File: src/hdl/c_comment_stripper_top_macros.svh
// Assertion macros shared by the comment stripper RTL.
`ifndef C_COMMENT_STRIPPER_TOP_MACROS_SVH
`define C_COMMENT_STRIPPER_TOP_MACROS_SVH

// Check that a property holds on every rising clock edge outside reset.
`define CCS_ASSERT(lbl, prop, msg) \
    lbl: assert property (@(posedge i_clk) disable iff (!i_rst_n) prop) else $error(msg);

// Check that a condition never holds outside reset.
`define CCS_NEVER(lbl, cond, msg) \
    lbl: assert property (@(posedge i_clk) disable iff (!i_rst_n) !(cond)) else $error(msg);

`endif

File: src/hdl/ccs_pkg.sv
// Shared types and constants for the comment stripper.
package ccs_pkg;

    localparam int CCS_QDEPTH = 4;

    localparam logic [7:0] CH_STAR   = 8'h2A;
    localparam logic [7:0] CH_SLASH  = 8'h2F;
    localparam logic [7:0] CH_NL     = 8'h0A;
    localparam logic [7:0] CH_DQUOTE = 8'h22;
    localparam logic [7:0] CH_SQUOTE = 8'h27;
    localparam logic [7:0] CH_BSLASH = 8'h5C;
    localparam logic [7:0] CH_SPACE  = 8'h20;

    typedef enum logic [1:0] {
        MODE_NORMAL = 2'd0,
        MODE_STRING = 2'd1,
        MODE_BLOCK  = 2'd2,
        MODE_LINE   = 2'd3
    } t_mode;

    // One input byte's worth of output: one or two bytes, b0 first.
    typedef struct packed {
        logic       two;
        logic [7:0] b0;
        logic [7:0] b1;
    } t_entry;

    typedef struct packed {
        logic full;
        logic empty;
    } t_q_stat;

endpackage

File: src/hdl/ccs_front.sv
// Scanner: tracks comment and literal state and classifies each byte.
module ccs_front (
    input  logic           i_clk,
    input  logic           i_rst_n,
    input  logic           i_accept,
    input  logic [7:0]     i_byte,
    input  logic           i_line_end,
    output logic           o_push,
    output ccs_pkg::t_entry o_entry
);
    import ccs_pkg::*;

    t_mode r_mode, n_mode;
    logic  r_single, n_single;
    logic  r_esc, n_esc;
    logic  r_slash, n_slash;
    logic  r_star, n_star;

    logic is_star, is_slash, is_quote, quote_close, emit_plain;

    always_comb begin
        is_star     = (i_byte == CH_STAR);
        is_slash    = (i_byte == CH_SLASH);
        is_quote    = (i_byte == CH_DQUOTE) || (i_byte == CH_SQUOTE);
        quote_close = r_single ? (i_byte == CH_SQUOTE) : (i_byte == CH_DQUOTE);
        // a slash not at line end waits for the next byte
        emit_plain  = !(is_slash && !i_line_end);
    end

    // next state
    always_comb begin
        n_mode   = r_mode;
        n_single = r_single;
        n_esc    = r_esc;
        n_slash  = r_slash;
        n_star   = r_star;
        unique case (r_mode)
            MODE_BLOCK: begin
                if (r_star && is_slash) begin
                    n_mode = MODE_NORMAL;
                    n_star = 1'b0;
                end else begin
                    n_star = is_star;
                end
            end
            MODE_LINE: begin
            end
            MODE_STRING: begin
                if (r_esc) begin
                    n_esc = 1'b0;
                end else if (i_byte == CH_BSLASH) begin
                    n_esc = 1'b1;
                end else if (quote_close) begin
                    n_mode = MODE_NORMAL;
                end
            end
            default: begin
                n_slash = 1'b0;
                if (r_slash && is_slash) begin
                    n_mode = MODE_LINE;
                end else if (r_slash && is_star) begin
                    n_mode = MODE_BLOCK;
                    n_star = 1'b0;
                end else if (is_quote) begin
                    n_mode   = MODE_STRING;
                    n_single = (i_byte == CH_SQUOTE);
                    n_esc    = 1'b0;
                end else if (is_slash && !i_line_end) begin
                    n_slash = 1'b1;
                end
            end
        endcase
        if (i_line_end) begin
            if (n_mode == MODE_STRING || n_mode == MODE_LINE) begin
                n_mode = MODE_NORMAL;
            end
            n_esc   = 1'b0;
            n_slash = 1'b0;
            n_star  = 1'b0;
        end
    end

    // outputs
    always_comb begin
        o_push   = 1'b0;
        o_entry  = '{two: 1'b0, b0: i_byte, b1: i_byte};
        unique case (r_mode)
            MODE_BLOCK: begin
                o_push = !(r_star && is_slash) && (i_byte == CH_NL);
            end
            MODE_LINE: begin
                o_push = i_line_end && (i_byte == CH_NL);
            end
            MODE_STRING: begin
                o_push = 1'b1;
            end
            default: begin
                if (r_slash && is_slash) begin
                    o_push = 1'b0;
                end else if (r_slash && is_star) begin
                    o_push     = 1'b1;
                    o_entry.b0 = CH_SPACE;
                end else if (r_slash) begin
                    // release the held slash, then the byte if it is not held itself
                    o_push      = 1'b1;
                    o_entry.b0  = CH_SLASH;
                    o_entry.two = emit_plain;
                end else begin
                    o_push = emit_plain;
                end
            end
        endcase
        o_push = o_push && i_accept;
    end

    always_ff @(posedge i_clk) begin
        if (!i_rst_n) begin
            r_mode   <= MODE_NORMAL;
            r_single <= 1'b0;
            r_esc    <= 1'b0;
            r_slash  <= 1'b0;
            r_star   <= 1'b0;
        end else if (i_accept) begin
            r_mode   <= n_mode;
            r_single <= n_single;
            r_esc    <= n_esc;
            r_slash  <= n_slash;
            r_star   <= n_star;
        end
    end

endmodule

File: src/hdl/ccs_queue.sv
// Short queue of classified entries between scanner and emitter.
module ccs_queue #(
    parameter int QDEPTH = ccs_pkg::CCS_QDEPTH
) (
    input  logic             i_clk,
    input  logic             i_rst_n,
    input  logic             i_push,
    input  ccs_pkg::t_entry  i_entry,
    input  logic             i_pop,
    output ccs_pkg::t_entry  o_head,
    output ccs_pkg::t_q_stat o_stat
);
    import ccs_pkg::*;

    localparam int PW = $clog2(QDEPTH);
    localparam int CW = $clog2(QDEPTH + 1);
    localparam logic [PW-1:0] LAST_PTR = PW'(QDEPTH - 1);
    localparam logic [CW-1:0] FULL_CNT = CW'(QDEPTH);

    t_entry        r_mem [QDEPTH];
    logic [PW-1:0] r_wptr, n_wptr;
    logic [PW-1:0] r_rptr, n_rptr;
    logic [CW-1:0] r_count, n_count;
    logic          do_push, do_pop;

    always_comb begin
        o_stat.full  = (r_count == FULL_CNT);
        o_stat.empty = (r_count == '0);
        do_push = i_push && !o_stat.full;
        do_pop  = i_pop && !o_stat.empty;
        n_wptr  = do_push ? ((r_wptr == LAST_PTR) ? '0 : r_wptr + 1'b1) : r_wptr;
        n_rptr  = do_pop  ? ((r_rptr == LAST_PTR) ? '0 : r_rptr + 1'b1) : r_rptr;
        n_count = r_count + CW'(do_push) - CW'(do_pop);
        o_head  = r_mem[r_rptr];
    end

    always_ff @(posedge i_clk) begin
        if (do_push) begin
            r_mem[r_wptr] <= i_entry;
        end
    end

    always_ff @(posedge i_clk) begin
        if (!i_rst_n) begin
            r_wptr  <= '0;
            r_rptr  <= '0;
            r_count <= '0;
        end else begin
            r_wptr  <= n_wptr;
            r_rptr  <= n_rptr;
            r_count <= n_count;
        end
    end

endmodule

File: src/hdl/ccs_back.sv
// Emitter: sends one or two bytes per queued entry.
module ccs_back (
    input  logic             i_clk,
    input  logic             i_rst_n,
    input  ccs_pkg::t_entry  i_head,
    input  ccs_pkg::t_q_stat i_stat,
    input  logic             i_ready,
    output logic             o_valid,
    output logic [7:0]       o_byte,
    output logic             o_last,
    output logic             o_pop
);
    import ccs_pkg::*;

    logic r_phase, n_phase;
    logic xfer;

    always_comb begin
        o_valid = !i_stat.empty;
        o_byte  = r_phase ? i_head.b1 : i_head.b0;
        o_last  = !i_head.two || r_phase;
        xfer    = o_valid && i_ready;
        // drop the entry after its last byte
        o_pop   = xfer && o_last;
        n_phase = xfer ? !o_last : r_phase;
    end

    always_ff @(posedge i_clk) begin
        if (!i_rst_n) begin
            r_phase <= 1'b0;
        end else begin
            r_phase <= n_phase;
        end
    end

endmodule

File: src/hdl/c_comment_stripper_top.sv
// Top level of the C comment stripper.
// Strips C comments from a byte stream: one input byte per cycle, tlast on the
// last byte of each line; each input byte gives zero, one or two output bytes,
// with tlast on the last output byte of each input byte. The scanner takes one
// byte per cycle whenever the entry queue (QDEPTH entries) has room; the
// emitter sends one byte per cycle while the sink is ready, so an input byte
// that releases a held slash together with itself takes two output transfers,
// which the queue absorbs. Each entry is registered in the queue on its way out.
`include "c_comment_stripper_top_macros.svh"
module c_comment_stripper_top #(
    parameter int QDEPTH = ccs_pkg::CCS_QDEPTH
) (
    input  logic       i_clk,
    input  logic       i_rst_n,
    input  logic       i_s_tvalid,
    output logic       o_s_tready,
    input  logic [7:0] i_s_tdata,   // [7:0] in_byte
    input  logic       i_s_tlast,   // line_end
    output logic       o_m_tvalid,
    input  logic       i_m_tready,
    output logic [7:0] o_m_tdata,   // [7:0] out_byte
    output logic       o_m_tlast    // run_last
);
    import ccs_pkg::*;

    logic    s_accept;
    logic    push, pop;
    t_entry  entry, head;
    t_q_stat q_stat;

    assign o_s_tready = !q_stat.full;
    assign s_accept   = i_s_tvalid && o_s_tready;

    ccs_front u_front (
        .i_clk      (i_clk),
        .i_rst_n    (i_rst_n),
        .i_accept   (s_accept),
        .i_byte     (i_s_tdata),
        .i_line_end (i_s_tlast),
        .o_push     (push),
        .o_entry    (entry)
    );

    ccs_queue #(
        .QDEPTH (QDEPTH)
    ) u_queue (
        .i_clk   (i_clk),
        .i_rst_n (i_rst_n),
        .i_push  (push),
        .i_entry (entry),
        .i_pop   (pop),
        .o_head  (head),
        .o_stat  (q_stat)
    );

    ccs_back u_back (
        .i_clk   (i_clk),
        .i_rst_n (i_rst_n),
        .i_head  (head),
        .i_stat  (q_stat),
        .i_ready (i_m_tready),
        .o_valid (o_m_tvalid),
        .o_byte  (o_m_tdata),
        .o_last  (o_m_tlast),
        .o_pop   (pop)
    );

    `CCS_NEVER(a_push_full, push && q_stat.full, "entry pushed into full queue")
    `CCS_ASSERT(a_second_follows, (o_m_tvalid && i_m_tready && !o_m_tlast) |=> o_m_tvalid, "second byte missing")
    `CCS_ASSERT(a_single_last, (o_m_tvalid && !head.two) |-> o_m_tlast, "single-byte entry without tlast")
    `CCS_NEVER(a_pop_empty, pop && q_stat.empty, "pop from empty queue")

endmodule
File: config.mk
export PLATFORM = sky130hd
export DESIGN_NAME = c_comment_stripper_top
export DESIGN_NICKNAME = d
export VERILOG_FILES = /design/src/hdl/ccs_pkg.sv /design/src/hdl/ccs_front.sv /design/src/hdl/ccs_queue.sv /design/src/hdl/ccs_back.sv /design/src/hdl/c_comment_stripper_top.sv
export VERILOG_INCLUDE_DIRS = /design/src /design/src/hdl
export SDC_FILE = /design/constraint.sdc
export NUM_CORES = 1
export LEC_CHECK = 0
export BUFFER_PORTS_ARGS = -buffer_cell sky130_fd_sc_hd__buf_4
export CAP_MARGIN = 10
export CORE_AREA = 10 10 114 116
export DETAILED_ROUTE_END_ITERATION = 7
export DIE_AREA = 0 0 124 126
export PLACE_DENSITY = 0.48
export SLEW_MARGIN = 25
export SYNTH_ARGS = -nofsm -noshare
export SYNTH_HDL_FRONTEND = slang
export SYNTH_SLANG_ARGS = --single-unit
File: constraint.sdc
create_clock -name i_clk -period 3 [get_ports i_clk]
set_input_delay 0.15 -clock i_clk [delete_from_list [all_inputs] [get_ports i_clk]]
set_output_delay 0.15 -clock i_clk [all_outputs]
set_load 0.02 [all_outputs]
# Yosys cells after proc, flatten, opt, wreduce, memory -nomap -nowiden
# Memories as Yosys holds them, arrays and structs flattened. A register that Yosys moved wholly into a read port is not among the register bits.
# Index checks and enable logic that the tools add are counted.
# W data, S select, Z words.
[op_classes] add_sub_neg=4 mul=0 div_mod_pow=0 order_cmp=0 eq_ne=20 shift=0 mux=45 n_bitwise=3 reduce_logical=32
[ops] cell="$eq A8 B6 Y1 const B" n=4
[ops] cell="$mux W9" n=3
[ops] cell="$mux W2" n=13
[ops] cell="$mux W1" n=23
[ops] cell="$mux W8" n=2
[ops] cell="$logic_and A1 B1 Y1" n=12
[ops] cell="$eq A2 B2 Y1 const B" n=5
[ops] cell="$reduce_and A5 Y1" n=2
[ops] cell="$ne A3 B3 Y1 const B" n=3
[ops] cell="$eq A8 B4 Y1 const B" n=1
[ops] cell="$eq A8 B7 Y1 const B" n=1
[ops] cell="$logic_not A1 Y1" n=7
[ops] cell="$ne A2 B1 Y1 const B" n=3
[ops] cell="$pmux W2 S3" n=1
[ops] cell="$reduce_bool A3 Y1" n=2
[ops] cell="$add A2 B1 Y2 const B" n=2
[ops] cell="$eq A2 B1 Y1 const B" n=2
[ops] cell="$pmux W1 S2" n=2
[ops] cell="$reduce_and A4 Y1" n=1
[ops] cell="$reduce_or A2 Y1" n=2
[ops] cell="$add A3 B1 Y3" n=1
[ops] cell="$eq A3 B3 Y1 const B" n=1
[ops] cell="$logic_not A3 Y1" n=1
[ops] cell="$logic_or A1 B1 Y1" n=3
[ops] cell="other kinds (5)" n=7
[totals] register_bits=14 latch_bits=0 ramBits=68 romBits=0 input_bits=13 mem_count=1
[mem_list] memory="u_queue.r_mem" depth=4 width=17 rd=1 rd_ports_with_merged_regs=1 wr=1 line_no="ccs_queue.sv:20" text="t_entry r_mem [QDEPTH];"

# Longest topological paths before layout
# Gate-level depths: netlist (run 1).
[logic_depth] depth_word=11 depth_mapped=11 ltp_nobuf=11

# Hierarchy
# Synthesis (run 1) repeated with hierarchy kept, for this count alone.
[unflattened] hier_cells=254 hier_area_um2=3847.4
[by_module_without_submodules] mod="ccs_queue" instances=1 cells_per_inst=141 area_per_inst_um2=2974.1
[by_module_without_submodules] mod="ccs_front" instances=1 cells_per_inst=94 area_per_inst_um2=679.4
[by_module_without_submodules] mod="ccs_back" instances=1 cells_per_inst=17 area_per_inst_um2=183.9
[by_module_without_submodules] mod="c_comment_stripper_top" instances=1 cells_per_inst=2 area_per_inst_um2=10.0

# Worst setup path after synthesis (run 1)
# OpenSTA, ideal clock, no wires.
[synth_timing] path_type="register -> register" startpoint="register with a tool-made name" endpoint="register u_queue.r_count[2]" setup_ns=0.115 arrival_time_ns=2.848 setup_slack_ns=0.037 path_stages_with_launch=12 path_buffers=1 cell_sequence="dfxtp_1 clkbuf_1 mux4_2 a21oi_1 ha_1 inv_1 ha_1 inv_1 fa_1 xnor2_1 xnor2_1 and2_1"
[synth_lines] item="end signal, assigned" line_no="ccs_queue.sv:51" text="r_count <= n_count;"
[synth_lines] item="end, declared" line_no="ccs_queue.sv:23" text="logic [CW-1:0] r_count, n_count;"

==> results of run 1 <==
[cell usage in the layout, fill, tap and decap left out, drive strengths merged, types with 7 or more instances in the layout]
| cell type | count |
|---|---|
| edfxtp | 68 |
| ha | 7 |
| nand2 | 31 |
| dfxtp | 16 |
| nor2 | 10 |
| a21oi | 7 |
| clkbuf | 9 |
| buf | 31 |
| and2 | 11 |
| inv | 13 |
| mux4 | 17 |
[cell usage after synthesis (2+ instances only)]
cell type and instances:
nand2_1 31, clkbuf_1 10, and2_2 3, nor2b_1 6, nand3_1 3, mux2i_1 5, xnor2_1 3, mux4_2 17
nor2_1 10, nand2b_1 4, a31oi_1 2, nor4_1 4, ha_1 7, dfxtp_1 16, a21boi_0 2, o41ai_1 2
nor3_1 6, and2_1 8, inv_1 12, nand4_1 2, or3b_2 2, a21oi_1 7, edfxtp_1 68, o21ai_0 3
or3_1 3, o41a_1 2
[sequential cells by signal, summed over array words and instances (netlist names), named ones only]
name              count
u_queue.r_count       3
u_front.r_mode        2
u_queue.r_wptr        2
u_queue.r_rptr        2
u_front.r_star        1
u_front.r_esc         1
u_back.r_phase        1
u_front.r_single      1
u_queue.r_mem        68
u_front.r_slash       1
[cell families after synthesis]
family / count (synthesis)
buf+inv: 25
xor+xnor: 3
flops: 84
simple gates: 87
fa+ha+maj: 8
mux: 22
compound gates: 26
[how the worst min path moves through the flow]
stage          slack (ns)         start  cells past startpoint                   to
5_1_grt              0.02  i_s_tdata[1]                      1  u_queue.r_mem[2][1]
4_1_cts              0.01  i_s_tdata[1]                      1  u_queue.r_mem[2][1]
2_1_floorplan        0.25  i_s_tdata[0]                      0  u_queue.r_mem[0][0]
3_3_place_gp         0.39  i_s_tdata[1]                      1  u_queue.r_mem[2][1]
3_5_place_dp         0.39  i_s_tdata[1]                      1  u_queue.r_mem[2][1]
6_report             0.03  i_s_tdata[1]                      1  u_queue.r_mem[2][1]
[where the power goes]
group | switching (uW) | internal (uW)
Combinational | 446 | 369
Clock | 411 | 382
Sequential | 45.1 | 1390
[layer usage]
layer / global-route usage [%] / part of all wire, % / vias up
met1: 13.2 / 45 / 1053
met4: 2.64 / 0.72 / 0
met5: 0 / 0 / -
met3: 3.26 / 3.3 / 6
li1: - / - / 1017
met2: 17.6 / 51 / 28
[metrics by stage]
stage	power, uW	worst slack [ns]
after detailed placement	2310	0.387
after floorplan	2000	0.0374
after global placement	2300	0.394
final	3040	0.473
after global routing	3220	0.323
after CTS	3100	0.448
[cell type report]
cell class              count  share of cell area, %
multi-input cells         146                   28.9
clock buffers               9                   2.93
well taps                 140                   4.15
inverters                  12                   1.07
repair buffers             31                   5.51
clock inverters             6                   1.54
flip-flops and latches     84                   55.9
[critical path, delay by kind of cell, from the launching register on]
kind            cells  cell delay, ns
flops               1            0.35
xor+xnor            2            0.27
compound gates      1            0.23
mux                 1            0.54
fa+ha+maj           3            0.79
buf+inv             2            0.11
simple gates        1            0.14
==> run summary, run 1 <==
Status: complete, no violations
Die H: 126 um
TritonRoute pass-1 iters: 4
CP Capture Point: u_queue.r_count[2]
Number of synthesized flops with an enable pin: 68
Critical Path End Type: flop
Largest net degree at the start of global routing: 18
Post-CTS setup buffer count: 0
Htree depth: 3
Post-route cell area: 4220 um2
Post-Synth Adder-Cell Area: 2.92%
CTS sink count: 84
Area of the multi-input gates: 1220 um2
Worst Skew: 0.0108 ns
PD cells: 720 nW/um2
Yosys top cell area share: 55.4%
Worst-Margin Slew: 0.522 ns
Core ar.: 10700 um2
Worst setup SP type: flop
Worst path slowest cell: mux4_2
Slew Viols, Final: 0
Post-synthesis cell area: 3690 um2
Post-synth top area cell: edfxtp_1
Syn-to-layout area delta: 14.6%
DRC violations left: 0
Fin crit share: 84.2%
Total gr overflow: 0
Initial antenna violation count: 0
Layout Cells excl Fill: 428
Post-CTS sizing: 0
Sequential fraction of the synthesis area: 64.1%
Port buffer count: 23
Synth top area cells: edfxtp_1 (55%), mux4_2 (10%), dfxtp_1 (8.7%)
Row cnt: 38
Worst-path clk slew: 0.08 ns
Die Area: 15600 um2
XOR/XNOR share of the synthesized area: 0.713%
Max VDD drop: 0.287 mV
Fmax: 0.396 GHz
FF-to-FF End: u_queue.r_count[2]
Number of filler cells placed in the layout: 1037
Final WL: 7670 um
CTS tree: built
WP data arrival: 2.78 ns
Simple-gate area share of the yosys netlist: 12.3%
Crit path largest cell delay: 0.54 ns
FF+latch area: 2360 um2
# setup viols final: 0
Critical path class: flop to flop
GRT Util Overall: 10.6%
Post-Syn Area per Cell: 14.5 um2
Routed Antenna Nets: 0
Fin Setup TNS: 0 ns
RSZ-0062 raised after global routing: no
Min-Delay Path Class: input pin to flop
Largest family of logic cells by synthesized area: simple AND/OR/NAND/NOR gates
Initial cell density of the core: 34.5%
Root buffer cell: clkbuf_8
Avg WL per Cell: 17.9 um
Final hold violation count: 0
DP Area: 4040 um2
Fraction of registers with async set/reset: 0%
R2R Setup Slk: 0.47 ns
Via count: 2104
WP data required: 3.25 ns
Final nets: 305
Post-synthesis compound-gate area fraction: 5.43%
Slew margin rel.: 64.9%
Post-CTS Hold Buffers: 0
Syn nets: 276
R2R depth: 10
Dpl cells: 413
Clock latency on the worst-skew pair: 0.35 ns
Via density: 4.92
Routability cong.: 0.743
Register bit total from synthesis: 84
Netlist cell types: 43
Cts bufs inserted: 9
Cells after Synth: 255
CTS max path bufs: 2
Vias in the first global route: 2316
DRC marker count from the first detailed-route iteration: 118
Post-synthesis mux area share: 11.7%
Yosys warns: 0
Critical path, cell by cell: mux4_2 -> a21oi_1 -> ha_1 -> inv_1 -> ha_1 -> inv_1 -> fa_1 -> xnor2_1 -> xnor2_1 -> and2_1
# diodes: 0
First-pass GRT wire length: 12700 um
Flip-flop cell with the highest count after synthesis: edfxtp_1
DP HPWL: 4890 um
Crit Path Max Fanout: 3
Final hold slack: 0.0334 ns
Minimum clock period: 2.53 ns
Final Core Density: 39.5%
Leak: 0.00145 uW
Die Wd: 124 um
Io pins: 24
Layout cells sized above 1: 24.7%
Maxcap violations: 0
Note: power is estimated with default switching activity, not from simulation.
==> run 2: changes to the inputs <==
==> constraint.sdc (replaced) <==
create_clock -name i_clk -period 2.15 [get_ports i_clk]
set_input_delay 0.1075 -clock i_clk [delete_from_list [all_inputs] [get_ports i_clk]]
set_output_delay 0.1075 -clock i_clk [all_outputs]
set_load 0.02 [all_outputs]
==> run 2 against run 1 <==
The flow now finishes with violations (setup timing). Fmax is 6.4% higher. Largest cell class unchanged. Sequential share of layout area down 4.0 points. Combinational power up 68%. Via count increased by 6.6%. Wire length grew 5.7%. Global-route usage increased by 0.25 points. Largest power group unchanged. Final cell count increased by 7.7%. First-iteration DRC count grew 7.6%. Sequential cell count stayed put. Design area increased by 7.8%. Highest routed layer unchanged.
==> run summary, run 2 (synthesized netlist as in run 1, its figures left out) <==
Status: complete, but fails checks (was complete, no violations)
Violated checks: setup timing
Leak: 0.00162 uW (was 0.00145 uW)
Routability cong.: 0.812 (was 0.743)
CTS sink count: 84 (unchanged)
Critical Path End Type: flop (unchanged)
Crit Path Max Fanout: 2 (was 3)
Htree depth: 3 (unchanged)
Crit path largest cell delay: 0.51 ns (was 0.54 ns)
Row cnt: 38 (unchanged)
Min-Delay Path Class: input pin to flop (unchanged)
Port buffer count: 23 (unchanged)
Root buffer cell: clkbuf_8 (unchanged)
GRT Util Overall: 10.9% (was 10.6%)
Clock group share of total power: 23.7% (was 26.0%)
Initial cell density of the core: 34.5% (unchanged)
Worst setup SP type: flop (unchanged)
Final hold slack: 0.0527 ns (was 0.0334 ns)
Io pins: 24 (unchanged)
Cts bufs inserted: 9 (unchanged)
Final WL: 8110 um (was 7670 um)
WP data required: 2.41 ns (was 3.25 ns)
R2R Setup Slk: -0.23 ns (was 0.47 ns)
Core ar.: 10700 um2 (unchanged)
RSZ-0062 raised after global routing: yes (was no)
Fmax: 0.421 GHz (was 0.396 GHz)
Comb power frac: 31.2% (was 26.8%)
Slew margin rel.: 71.4% (was 64.9%)
Sw Pwr: 1350 uW (was 902 uW)
# setup viols final: 2 (was 0)
PD cells: 969 nW/um2 (was 720 nW/um2)
Final Core Density: 42.5% (was 39.5%)
Top reg by flops: u_queue.r_mem (unchanged)
Routed Antenna Nets: 0 (unchanged)
Layout Cells excl Fill: 461 (was 428)
Sequential Power Share: 45.2% (was 47.2%)
Total gr overflow: 0 (unchanged)
Int Pwr: 3050 uW (was 2140 uW)
Clock latency on the worst-skew pair: 0.36 ns (was 0.35 ns)
Number of filler cells placed in the layout: 1008 (was 1037)
Maxcap violations: 0 (unchanged)
Vias in the first global route: 2428 (was 2316)
DP HPWL: 5440 um (was 4890 um)
Fin crit share: 111% (was 84.2%)
WP data arrival: 2.64 ns (was 2.78 ns)
Top flop regs: u_queue.r_mem: 68 flops, u_queue.r_count: 3 flops (unchanged)
CTS max path bufs: 2 (unchanged)
TritonRoute pass-1 iters: 4 (unchanged)
Commonest non-fill, non-tap cell in the layout: edfxtp_1 (unchanged)
Final nets: 337 (was 305)
Final hold violation count: 0 (unchanged)
Syn-to-layout area delta: 23.5% (was 14.6%)
Via count: 2243 (was 2104)
Minimum clock period: 2.38 ns (was 2.53 ns)
Die Wd: 124 um (unchanged)
Net Sw Frac: 30.7% (was 29.6%)
Layout cells sized above 1: 34.0% (was 24.7%)
Fin Setup TNS: -0.272 ns (was 0 ns)
Avg WL per Cell: 17.6 um (was 17.9 um)
# diodes: 0 (unchanged)
Largest net degree at the start of global routing: 18 (unchanged)
First-pass GRT wire length: 12900 um (was 12700 um)
Die Area: 15600 um2 (unchanged)
Dpl cells: 442 (was 413)
Initial antenna violation count: 0 (unchanged)
Most frequent cells in the layout: edfxtp_1 (68), buf_4 (56), nand2_1 (31) (was edfxtp_1 (68), nand2_1 (31), buf_4 (31))
Slew Viols, Final: 0 (unchanged)
Largest register FFs: 68 (unchanged)
Setup slack after layout: -0.226 ns (was 0.473 ns)
Critical path class: flop to flop (unchanged)
Worst path slowest cell: mux4_2 (unchanged)
Worst-Margin Slew: 0.429 ns (was 0.522 ns)
Worst-path clk slew: 0.09 ns (was 0.08 ns)
Bufs and invs on worst path: 2 (unchanged)
Die H: 126 um (unchanged)
Tot Pwr: 4410 uW (was 3040 uW)
Via density: 4.87 (was 4.92)
DRC marker count from the first detailed-route iteration: 127 (was 118)
Critical path, cell by cell: mux4_2 -> a21oi_4 -> ha_1 -> inv_1 -> ha_2 -> inv_2 -> fa_2 -> xnor2_2 -> xnor2_1 -> and2_1 (was mux4_2 -> a21oi_1 -> ha_1 -> inv_1 -> ha_1 -> inv_1 -> fa_1 -> xnor2_1 -> xnor2_1 -> and2_1)
CTS tree: built (unchanged)
Max VDD drop: 0.677 mV (was 0.287 mV)
DRC violations left: 0 (unchanged)
Worst Skew: 0.00689 ns (was 0.0108 ns)
CP top delay family: adder cells (unchanged)
-- run 2: area by class of cell --
class / count / area, um2 / area share, %
timing repair buffer: 63 / 541 / 11.9
tap: 140 / 175 / 3.85
clock inverter: 7 / 58.8 / 1.29
clock buffer: 9 / 124 / 2.72
multi-input combinational: 146 / 1240 / 27.4
sequential: 84 / 2360 / 51.9
inverter: 12 / 45.0 / 0.990
-- run 2: through the flow --
stage               area (um2)  setup slack, ns
floorplan                 3710           -0.414
global placement          4330           -0.380
detailed placement        4330           -0.396
CTS                       4550           -0.247
global route              4550           -0.350
finish                    4550           -0.226
-- run 2: repair_timing --
action,4_1_cts,5_1_grt
buffers inserted,1,0
resized for setup,3,2
pin swaps,3,1
setup endpoints to repair,2,2
hold buffers,2,0
hold endpoints to repair,8,0
-- run 2: power by group through the flow --
| stage | registers (uW) | clock network (uW) | logic, uW |
|---|---|---|---|
| 2_1_floorplan | 2020 | 0 | 803 |
| 3_3_place_gp | 2020 | 0 | 1370 |
| 3_5_place_dp | 2030 | 0 | 1360 |
| 4_1_cts | 1990 | 1090 | 1410 |
| 5_1_grt | 2010 | 1150 | 1500 |
| 6_report | 1990 | 1040 | 1370 |
-- run 2: routing by layer --
| metal | share of wire [%] | vias up | global-route usage [%] |
|---|---|---|---|
| li1 | - | 1077 | - |
| met2 | 52 | 34 | 18.6 |
| met3 | 4.1 | 12 | 2.82 |
| met5 | 0 | - | 0 |
| met1 | 43 | 1120 | 12.9 |
| met4 | 1.5 | 0 | 3.66 |
-- run 2: worst min-delay path, delay by kind of cell --
kind	cells	cell delay [ns]
compound gates	1	0.07
buf+inv	1	0.12
simple gates	1	0.07
-- run 2: final timing paths --
kind                                            from                 end  cells past startpoint
worst max-delay path            u_queue.r_mem[2][16]  u_queue.r_count[2]                     10
worst min-delay path                      i_m_tready      u_back.r_phase                      3
worst max register to register  u_queue.r_mem[2][16]  u_queue.r_count[2]                     10
worst min register to register         u_front.r_esc       u_front.r_esc                      2
